`src/hw/rtl/u8dec_pkg.sv`:
```
// ----------------------------------------------------------------------------
// u8dec_pkg
// Types, lead byte thresholds and the lead byte decode shared by the
// six-byte UTF-8 stream decoder and its channel interfaces.
// ----------------------------------------------------------------------------
package u8dec_pkg;

  localparam int unsigned BYTE_W  = 8;
  localparam int unsigned CP_W    = 31;
  localparam int unsigned LEN_W   = 3;
  localparam int unsigned CONT_W  = 6;

  typedef logic [BYTE_W-1:0] byte_t;
  typedef logic [CP_W-1:0]   cp_t;
  typedef logic [LEN_W-1:0]  len_t;

  // Lead byte class thresholds
  localparam byte_t LEAD2_MIN = 8'd128;
  localparam byte_t LEAD3_MIN = 8'd224;
  localparam byte_t LEAD4_MIN = 8'd240;
  localparam byte_t LEAD5_MIN = 8'd248;
  localparam byte_t LEAD6_MIN = 8'd252;

  // Continuation payload mask
  localparam byte_t CONT_MASK = 8'd63;

  localparam len_t LEN_ONE = 3'd1;

  typedef struct packed {
    len_t  len;
    byte_t payload;
  } lead_t;

  // Classify a lead byte: sequence length and its own payload bits
  function automatic lead_t lead_decode(input byte_t b);
    lead_t r;
    if (b < LEAD2_MIN) begin
      r.len     = 3'd1;
      r.payload = b;
    end else if (b >= LEAD6_MIN) begin
      r.len     = 3'd6;
      r.payload = b & 8'h01;
    end else if (b >= LEAD5_MIN) begin
      r.len     = 3'd5;
      r.payload = b & 8'h03;
    end else if (b >= LEAD4_MIN) begin
      r.len     = 3'd4;
      r.payload = b & 8'h07;
    end else if (b >= LEAD3_MIN) begin
      r.len     = 3'd3;
      r.payload = b & 8'h0F;
    end else begin
      r.len     = 3'd2;
      r.payload = b & 8'h1F;
    end
    return r;
  endfunction

endpackage

```
`src/hw/rtl/u8dec_byte_if.sv`:
```
// ----------------------------------------------------------------------------
// u8dec_byte_if
// Valid/ready channel carrying one raw byte of the text stream per item.
// ----------------------------------------------------------------------------
interface u8dec_byte_if;
  import u8dec_pkg::*;

  logic  valid;
  logic  ready;
  byte_t in_byte;

  modport source (output valid, output in_byte, input ready);
  modport sink   (input valid, input in_byte, output ready);
endinterface

```
`src/hw/rtl/u8dec_cp_if.sv`:
```
// ----------------------------------------------------------------------------
// u8dec_cp_if
// Valid/ready channel carrying one decoded code point and its length per item.
// ----------------------------------------------------------------------------
interface u8dec_cp_if;
  import u8dec_pkg::*;

  logic valid;
  logic ready;
  cp_t  code_point;
  len_t seq_len;

  modport source (output valid, output code_point, output seq_len, input ready);
  modport sink   (input valid, input code_point, input seq_len, output ready);
endinterface

```
`src/hw/rtl/utf8_stream_decoder.sv`:
```
// The decoder takes one byte per item and returns one item for every
// completed sequence of the original 1 to 6 byte UTF-8 form, carrying the
// code point and the number of bytes used; bytes inside a sequence return
// nothing. Unless the output stalls, the sustained rate is one byte per
// cycle, set by the single shift-and-merge update of the partial value
// register; a result appears in the cycle after its last byte is taken.
// Continuation bytes are not checked, and any byte seen while a sequence
// is open is merged as a continuation byte.
// ----------------------------------------------------------------------------
// utf8_stream_decoder
// Byte-serial six-byte UTF-8 decoder with a registered result stage.
// ----------------------------------------------------------------------------
module utf8_stream_decoder (
  input  logic          clk,
  input  logic          rst_n,
  u8dec_byte_if.sink    in_ch,
  u8dec_cp_if.source    out_ch
);
  import u8dec_pkg::*;

  cp_t   partial_r, partial_nxt;
  len_t  left_r,    left_nxt;
  len_t  total_r,   total_nxt;
  logic  out_valid_r, out_valid_nxt;
  cp_t   out_cp_r,  out_cp_nxt;
  len_t  out_len_r, out_len_nxt;

  logic  take;
  lead_t lead;
  cp_t   merged;
  byte_t cont;

  // Accept while the result register is empty or being drained
  assign in_ch.ready = !out_valid_r || out_ch.ready;
  assign take        = in_ch.valid && in_ch.ready;

  assign lead   = lead_decode(in_ch.in_byte);
  assign cont   = in_ch.in_byte & CONT_MASK;
  assign merged = {partial_r[CP_W-CONT_W-1:0], cont[CONT_W-1:0]};

  // Decode one item and stage any finished code point
  always_comb begin
    partial_nxt   = partial_r;
    left_nxt      = left_r;
    total_nxt     = total_r;
    out_cp_nxt    = out_cp_r;
    out_len_nxt   = out_len_r;
    out_valid_nxt = out_valid_r && !out_ch.ready;
    if (take) begin
      if (left_r == '0) begin
        if (lead.len == LEN_ONE) begin
          partial_nxt   = '0;
          total_nxt     = '0;
          out_cp_nxt    = cp_t'(in_ch.in_byte);
          out_len_nxt   = LEN_ONE;
          out_valid_nxt = 1'b1;
        end else begin
          partial_nxt = cp_t'(lead.payload);
          total_nxt   = lead.len;
          left_nxt    = lead.len - LEN_ONE;
        end
      end else begin
        left_nxt = left_r - LEN_ONE;
        if (left_r == LEN_ONE) begin
          partial_nxt   = '0;
          total_nxt     = '0;
          out_cp_nxt    = merged;
          out_len_nxt   = total_r;
          out_valid_nxt = 1'b1;
        end else begin
          partial_nxt = merged;
        end
      end
    end
  end

  // Hold decode state and the result register
  always_ff @(posedge clk) begin
    if (!rst_n) begin
      partial_r   <= '0;
      left_r      <= '0;
      total_r     <= '0;
      out_valid_r <= 1'b0;
    end else begin
      partial_r   <= partial_nxt;
      left_r      <= left_nxt;
      total_r     <= total_nxt;
      out_valid_r <= out_valid_nxt;
    end
  end

  always_ff @(posedge clk) begin
    out_cp_r  <= out_cp_nxt;
    out_len_r <= out_len_nxt;
  end

  assign out_ch.valid      = out_valid_r;
  assign out_ch.code_point = out_cp_r;
  assign out_ch.seq_len    = out_len_r;

endmodule
```
`src/flat_wrapper.sv`:
```
// flat-port wrapper written by rule: the top's interface ports become plain ports
module utf8_stream_decoder_flat import u8dec_pkg::*;
  (clk, rst_n, in_ch_valid, in_ch_in_byte, in_ch_ready, out_ch_valid, out_ch_code_point, out_ch_seq_len, out_ch_ready);
  u8dec_byte_if in_ch_i ();
  u8dec_cp_if out_ch_i ();
  input  logic clk;
  input  logic rst_n;
  input wire logic [$bits(in_ch_i.valid)-1:0] in_ch_valid;
  input wire logic [$bits(in_ch_i.in_byte)-1:0] in_ch_in_byte;
  output wire logic [$bits(in_ch_i.ready)-1:0] in_ch_ready;
  output wire logic [$bits(out_ch_i.valid)-1:0] out_ch_valid;
  output wire logic [$bits(out_ch_i.code_point)-1:0] out_ch_code_point;
  output wire logic [$bits(out_ch_i.seq_len)-1:0] out_ch_seq_len;
  input wire logic [$bits(out_ch_i.ready)-1:0] out_ch_ready;
  assign in_ch_i.valid = in_ch_valid;
  assign in_ch_i.in_byte = in_ch_in_byte;
  assign in_ch_ready = in_ch_i.ready;
  assign out_ch_valid = out_ch_i.valid;
  assign out_ch_code_point = out_ch_i.code_point;
  assign out_ch_seq_len = out_ch_i.seq_len;
  assign out_ch_i.ready = out_ch_ready;
  utf8_stream_decoder u_core (.clk(clk), .rst_n(rst_n), .in_ch(in_ch_i), .out_ch(out_ch_i));
endmodule
```
`config.mk`:
```
export PLATFORM = sky130hd
export DESIGN_NAME = utf8_stream_decoder_flat
export DESIGN_NICKNAME = d
export VERILOG_FILES = /design/src/hw/rtl/u8dec_pkg.sv /design/src/hw/rtl/u8dec_byte_if.sv /design/src/hw/rtl/u8dec_cp_if.sv /design/src/hw/rtl/utf8_stream_decoder.sv /design/src/flat_wrapper.sv
export SDC_FILE = /design/constraint.sdc
export NUM_CORES = 1
export LEC_CHECK = 0
export ABC_AREA = 1
export CAP_MARGIN = 40
export CORE_ASPECT_RATIO = 0.9
export CORE_MARGIN = 4
export CORE_UTILIZATION = 56
export CTS_CLUSTER_DIAMETER = 30
export DETAILED_ROUTE_END_ITERATION = 10
export DONT_BUFFER_PORTS = 1
export GPL_TIMING_DRIVEN = 0
export PLACE_DENSITY = 0.76
export SKIP_CTS_REPAIR_TIMING = 1
export SYNTH_ARGS = -nofsm -noshare
export SYNTH_HDL_FRONTEND = slang
export SYNTH_SLANG_ARGS = --single-unit
```
`constraint.sdc`:
```
create_clock -name clk -period 2.1 [get_ports clk]
set_input_delay 0.315 -clock clk [delete_from_list [all_inputs] [get_ports clk]]
set_output_delay 0.315 -clock clk [all_outputs]
set_load 0.01 [all_outputs]
```
# Yosys cells after proc, flatten, opt, wreduce, memory -nomap -nowiden

Index checks and enable logic that the tools add are counted.

Flip-flop bits (word level): 66
Logic and storage cells: 50
Output and inout port bits: 36

Add/subtract/negate cells: 2
Magnitude comparators: 5
Muxes and demuxes: 23
Reductions and logical operators: 10
Equal/unequal tests: 4

Operators by type and width:

| kind                                                                | number |
|---|---|
| 31-bit two-way mux                                                  | 3 |
| 25-bit two-way mux                                                  | 2 |
| 11-bit two-way mux                                                  | 4 |
| 8-bit >= comparator (second input constant)                         | 4 |
| 3-bit two-way mux                                                   | 8 |
| 9-bit two-way mux                                                   | 1 |
| 8-bit < comparator (second input constant)                          | 1 |
| 8-bit two-way mux                                                   | 1 |
| 3-bit by 1-bit == test with 1-bit output (second input constant)    | 2 |
| 3-bit by 1-bit subtractor with 3-bit output (second input constant) | 2 |
| 1-bit two-way mux                                                   | 4 |
| 2-bit != test (second input constant)                               | 2 |
| 2-bit AND reduction                                                 | 2 |
| 3-bit zero test                                                     | 1 |
| 3-bit AND reduction                                                 | 1 |
| 1-bit logical AND                                                   | 2 |
| 1-bit zero test                                                     | 2 |
| 2-bit nonzero test                                                  | 1 |
| 1-bit logical OR                                                    | 1 |

# Longest topological paths before layout

Depth after elaboration: 10
Mapped depth: 13
Depth with buffers taken out: 13

# Worst setup path before layout

OpenSTA, ideal clock, no wires.

Path type: input-to-reg
Start point: in in_ch_in_byte[5]
End point: reg u_core.out_cp_r[0] (netlist: u_core.out_ch.code_point[0]), enable pin
Setup slack: -0.176 ns
Data required time: 1.711 ns
Stages on the path: 9
Data arrival time: 1.887 ns
Library setup time: 0.389 ns
Path buffers: 0
Path through: nand2_1 a21oi_1 nand2_1 nand2_1 ha_1 nand3_1 o21ai_0 nand2_1 inv_1

Word-level cells in the longest chain between the ends: 9
Elaborated cells between the ends (all ways): 13
Classes of those cells: 5 x order compare; 2 x eq/ne; 5 x mux; 1 x reduce/logical

Ends and longest elaborated chain:

| item                                         | line                      | source |
|---|---|---|
| from (decl)                                  | flat_wrapper.sv:9         | `input wire logic [$bits(in_ch_i.in_byte)-1:0] in_ch_in_byte;` |
| 8-bit >= comparator                          | u8dec_pkg.sv:49           | `end else if (b >= LEAD3_MIN) begin` |
| 9-bit two-way mux                            | u8dec_pkg.sv:49           |  |
| 11-bit two-way mux                           | u8dec_pkg.sv:46           | `end else if (b >= LEAD4_MIN) begin` |
| 11-bit two-way mux                           | u8dec_pkg.sv:43           | `end else if (b >= LEAD5_MIN) begin` |
| 11-bit two-way mux                           | u8dec_pkg.sv:40           | `end else if (b >= LEAD6_MIN) begin` |
| 11-bit two-way mux (*)                       | u8dec_pkg.sv:37           | `if (b < LEAD2_MIN) begin` |
| 3-bit by 1-bit == test with 1-bit output (*) | utf8_stream_decoder.sv:51 | `if (lead.len == LEN_ONE) begin` |
| 2-bit != test (no source line) (*)           | -                         |  |
| 3-bit AND reduction (no source line) (*)     | -                         |  |
| to (signal assigned)                         | utf8_stream_decoder.sv:93 | `out_cp_r <= out_cp_nxt;` |
| to (decl)                                    | utf8_stream_decoder.sv:25 | `cp_t out_cp_r, out_cp_nxt;` |

Every way passes the cells marked *; elsewhere a longest branch is shown, timed or not.
A chain may end at the register's enable or synchronous reset.

# Worst setup path after layout

Start point: reg u_core.left_r[0]
End point: reg u_core.out_cp_r[24] (netlist: u_core.out_ch.code_point[24]), enable pin

Word-level cells in the longest chain between the ends: 3
Elaborated cells between the ends (all ways): 5
Classes of those cells: 2 x eq/ne; 3 x reduce/logical

Ends and longest elaborated chain:

| item                                                                               | line                                                 | source |
|---|---|---|
| from (decl)                                                                        | utf8_stream_decoder.sv:22                            | `len_t left_r, left_nxt;` |
| from (signal assigned)                                                             | utf8_stream_decoder.sv:86                            | `left_r <= left_nxt;` |
| 3-bit zero test / 3-bit by 1-bit == test with 1-bit output (equally long branches) | utf8_stream_decoder.sv:50, utf8_stream_decoder.sv:64 |  |
| 2-bit != test (no source line) / 2-bit nonzero test (equally long branches)        | -                                                    |  |
| 3-bit AND reduction (no source line) (*)                                           | -                                                    |  |

Marked as above.

==> results <==
- The flow ran to the end, and the final reports show no timing, DRC or antenna violations.
- The number of hold violations in the final report is 0.
- The maximum buffer depth of the clock tree is 2.
- The wire length per cell is 14.5 um.
- The total area inside the core boundary comes to 4860 um^2.
- The worst-path maximum fanout is 17.
- Summing all flip-flop and latch instances after layout gives 1660 um^2.
- Setup repair after global routing left no endpoint under its margin.
- The die area is approximately 6200 um^2.
- The proportion of layout cells with a drive suffix above 1 is 19.0%.
- The number of antenna diodes in the final layout is 0.
- Entering global routing, the biggest net connects 36 pins.
- The clock tree root driver cell is clkbuf_8.
- Clock-pin slew was measured on the worst setup and hold paths at 0.07 ns.
- Leaving out fill and tap cells, the most frequent cell in the layout is nand2_1.
- The cell area after technology mapping is roughly 2800 um^2.
- The finished layout holds 376 standard cells, fillers aside.
- The starting utilization of the core area is between 50 and 60%.
- The register bit total from synthesis is 66.
- The library cells used most frequently in the layout, excluding fill and tap cells, are nand2_1, inv_1, edfxtp_1.
- Including well taps, the total number of placed cells is 357.
- The clock tree synthesis step divided the H-tree into 3 levels.
- The pre-antenna-repair detailed-routing pass consisted of 4 iterations.
- The startpoint-to-endpoint class of the critical path is reg2reg.
- The final hold slack is between 0.06 and 0.07 ns.
- In this run, the clock network consumes 33.3% of the power.
- The number of antenna-violating nets in the routed design is 0.
- Counting the buffers created by CTS gives 9.
- Of the synthesized area, sequential elements account for 59.0%.
- In this run the horizontal extent of the chip is between 80 and 90 um.
- The relative max-transition margin is 66.2%.
- Yosys printed 0 warnings.
- Summed over all layers, the global routing overflow is 0.
- For this design the total switching power over the nets is 0.877 mW.
- The sum of net half-perimeters after detailed placement is 3.66 mm.
- The average footprint of a synthesized cell is 9.65 um^2.
- The first global-routing pass estimated 8.51 mm of wire.
- The largest vdd supply drop is 0.000466 V.
- Data on the critical path is required at its endpoint by 2.15 ns.
- The analysis attributes to cell leakage a power of between 1 and 1.5 nW.
- The cell-internal power is 2.17 mW.
- The number of global-route vias before repair is 1765.
- The initial DRC count is 121.
- The endpoint class of the critical path is a flip-flop.
- The portion of the clock cycle consumed by the worst path in the final layout is between 80% and 90%.
- TritonCTS built the clock tree.
- The routability congestion estimate is 0.856.
- Counting I/O delays and the setup requirement, the final critical path takes 1.86 ns.
- The total of fill cells in the finished design is 390.
- The measured slew at the worst slew-check pin is a little over 0.5 ns.
- Input and output buffers added on the ports amount to 0.
- Net switching is 28.8% of the power.
- The total track usage is 19.0%.
- The clock insertion delay at the later pin of the skew report is 0.34 ns.
- The number of sinks driven by the clock tree is 66.
- After technology mapping, the gate count stands at 292.
- Max-cap violations in this run came to 0.
- In this run, distinct cell masters in the synthesized netlist total 31.
- The worst setup path is launched from a flip-flop.
- For this run, the post-layout net count is 323.
- The die extent in y is 75.3 um.
- Summed over all layers, the routed wires come to 5.46 mm.
- Setup violations remaining at the end of the flow were counted as 0.
- 48 I/O pins were placed.
- The final cell utilization of the core is approximately 65%.
- The DRC violation count after routing is 0.
- Summing all multi-input logic gate instances after layout gives ~930 um^2.
- In this run, flip-flops and latches consume 49.5% of the power.
- For this block, the via count after detailed routing is around 1900.
- The final setup skew is ~0.0097 ns.
- The number of antenna violations at the first check in global routing is 0.
- The share of power burned in combinational logic is 17.2%.
- STA puts the critical path data arrival time at around 1.9 ns.
- The via count normalized by instance count is 5.13.
- Power spread over the standard cell area amounts to 962 nW/um^2.
- The kind of path behind the tightest hold check is in2reg.
- The number of slew-limit violations in the final report is 0.
- The maximum clock frequency is approximately 540 MHz.
- The number of core rows is 24.
- Relative to the synthesized area, the layout overhead comes to 12.3%.
- The number of nets handed over by synthesis was 309.
[power groups by stage]
stage	clock network (mW)	logic [mW]	registers, mW
4_1_cts	1.03	0.499	1.51
5_1_grt	1.08	0.576	1.51
3_5_place_dp	0	0.496	1.54
6_report	1.01	0.523	1.51
2_1_floorplan	0	0.395	1.53
3_3_place_gp	0	0.488	1.53
[metrics by stage]
stage / cell area, um^2 / power (mW) / TNS [ns] / setup WS, ns
2_1_floorplan: 2850 / 1.92 / 0 / 0.00264
3_5_place_dp: 2930 / 2.03 / -13.79 / -0.399
3_3_place_gp: 2930 / 2.02 / -10.11 / -0.296
6_report: 3160 / 3.04 / 0 / 0.243
5_1_grt: 3160 / 3.17 / 0 / 0.128
4_1_cts: 3120 / 3.03 / -6.94 / -0.210
[cells by family after synthesis]
kind of cell	count (synthesis)	share of synthesized area (%)
and+or+nand+nor	113	19.7
xor gates and xnor gates	1	0.311
AOI/OAI and AO/OA	52	9.95
buffers and inverters	55	8.84
adders and majority gates	5	2.22
DFF	66	59.0
[state kept, by name, indices dropped and copies added, names as in the netlist]
signal                    flops
u_core.left_r                 3
u_core.out_ch.code_point     31
u_core.out_ch.seq_len         3
u_core.out_ch.valid           1
u_core.partial_r             25
u_core.total_r                3
[routing by layer]
metal	routed length (um)	track usage, %
met1	2380	23.4
met2	2640	30.3
met3	339	7.45
met4	106	7.26
met5	0	0
[synth_stat cells, drive strengths merged]
library cell / instances / share of area (%)
o21ai: 15 / 2.7
dfxtp: 32 / 23
xor2: 1 / 0.31
buf: 7 / 2.2
a211oi: 1 / 0.27
ha: 5 / 2.2
clkbuf: 2 / 0.27
o211ai: 1 / 0.27
nand3: 4 / 0.89
edfxtp: 34 / 36
nor3: 2 / 0.36
nor2: 35 / 7.8
or2: 1 / 0.22
inv: 46 / 6.4
a21oi: 35 / 6.7
nand2: 71 / 10
[worst max-delay path, stage by stage, from the launching register on]
cell and delay [ns]:
dfxtp_1 0.31, inv_1 0.11, ha_1 0.30, nand2_8 0.11, inv_6 0.10, nand3_2 0.08, o21ai_1 0.08, nand2_1 0.18
clkinvlp_4 0.14, buf_12 0.16
[path summary, 6_finish.rpt]
check	startpoint	end	slack, ns	cells past startpoint
worst max-delay path	u_core.left_r[0]	u_core.out_ch.code_point[24]	0.24	9
worst min-delay path	in_ch_in_byte[0]	u_core.out_ch.code_point[0]	0.06	0
worst max register to register	u_core.left_r[0]	u_core.out_ch.code_point[24]	0.24	9
worst min register to register	u_core.partial_r[18]	u_core.partial_r[18]	0.46	2
[cell type report]
type	count	share of cell area [%]
Inverter	46	5.81
Sequential cell	66	52.5
Multi-Input combinational cell	171	29.5
Clock buffer	11	4.15
Tap cell	65	2.57
Timing Repair inverter	1	0.237
Clock inverter	5	1.74
Timing Repair Buffer	2	1.27
Buffer	9	2.18
Power figures use the tool's default switching activity.
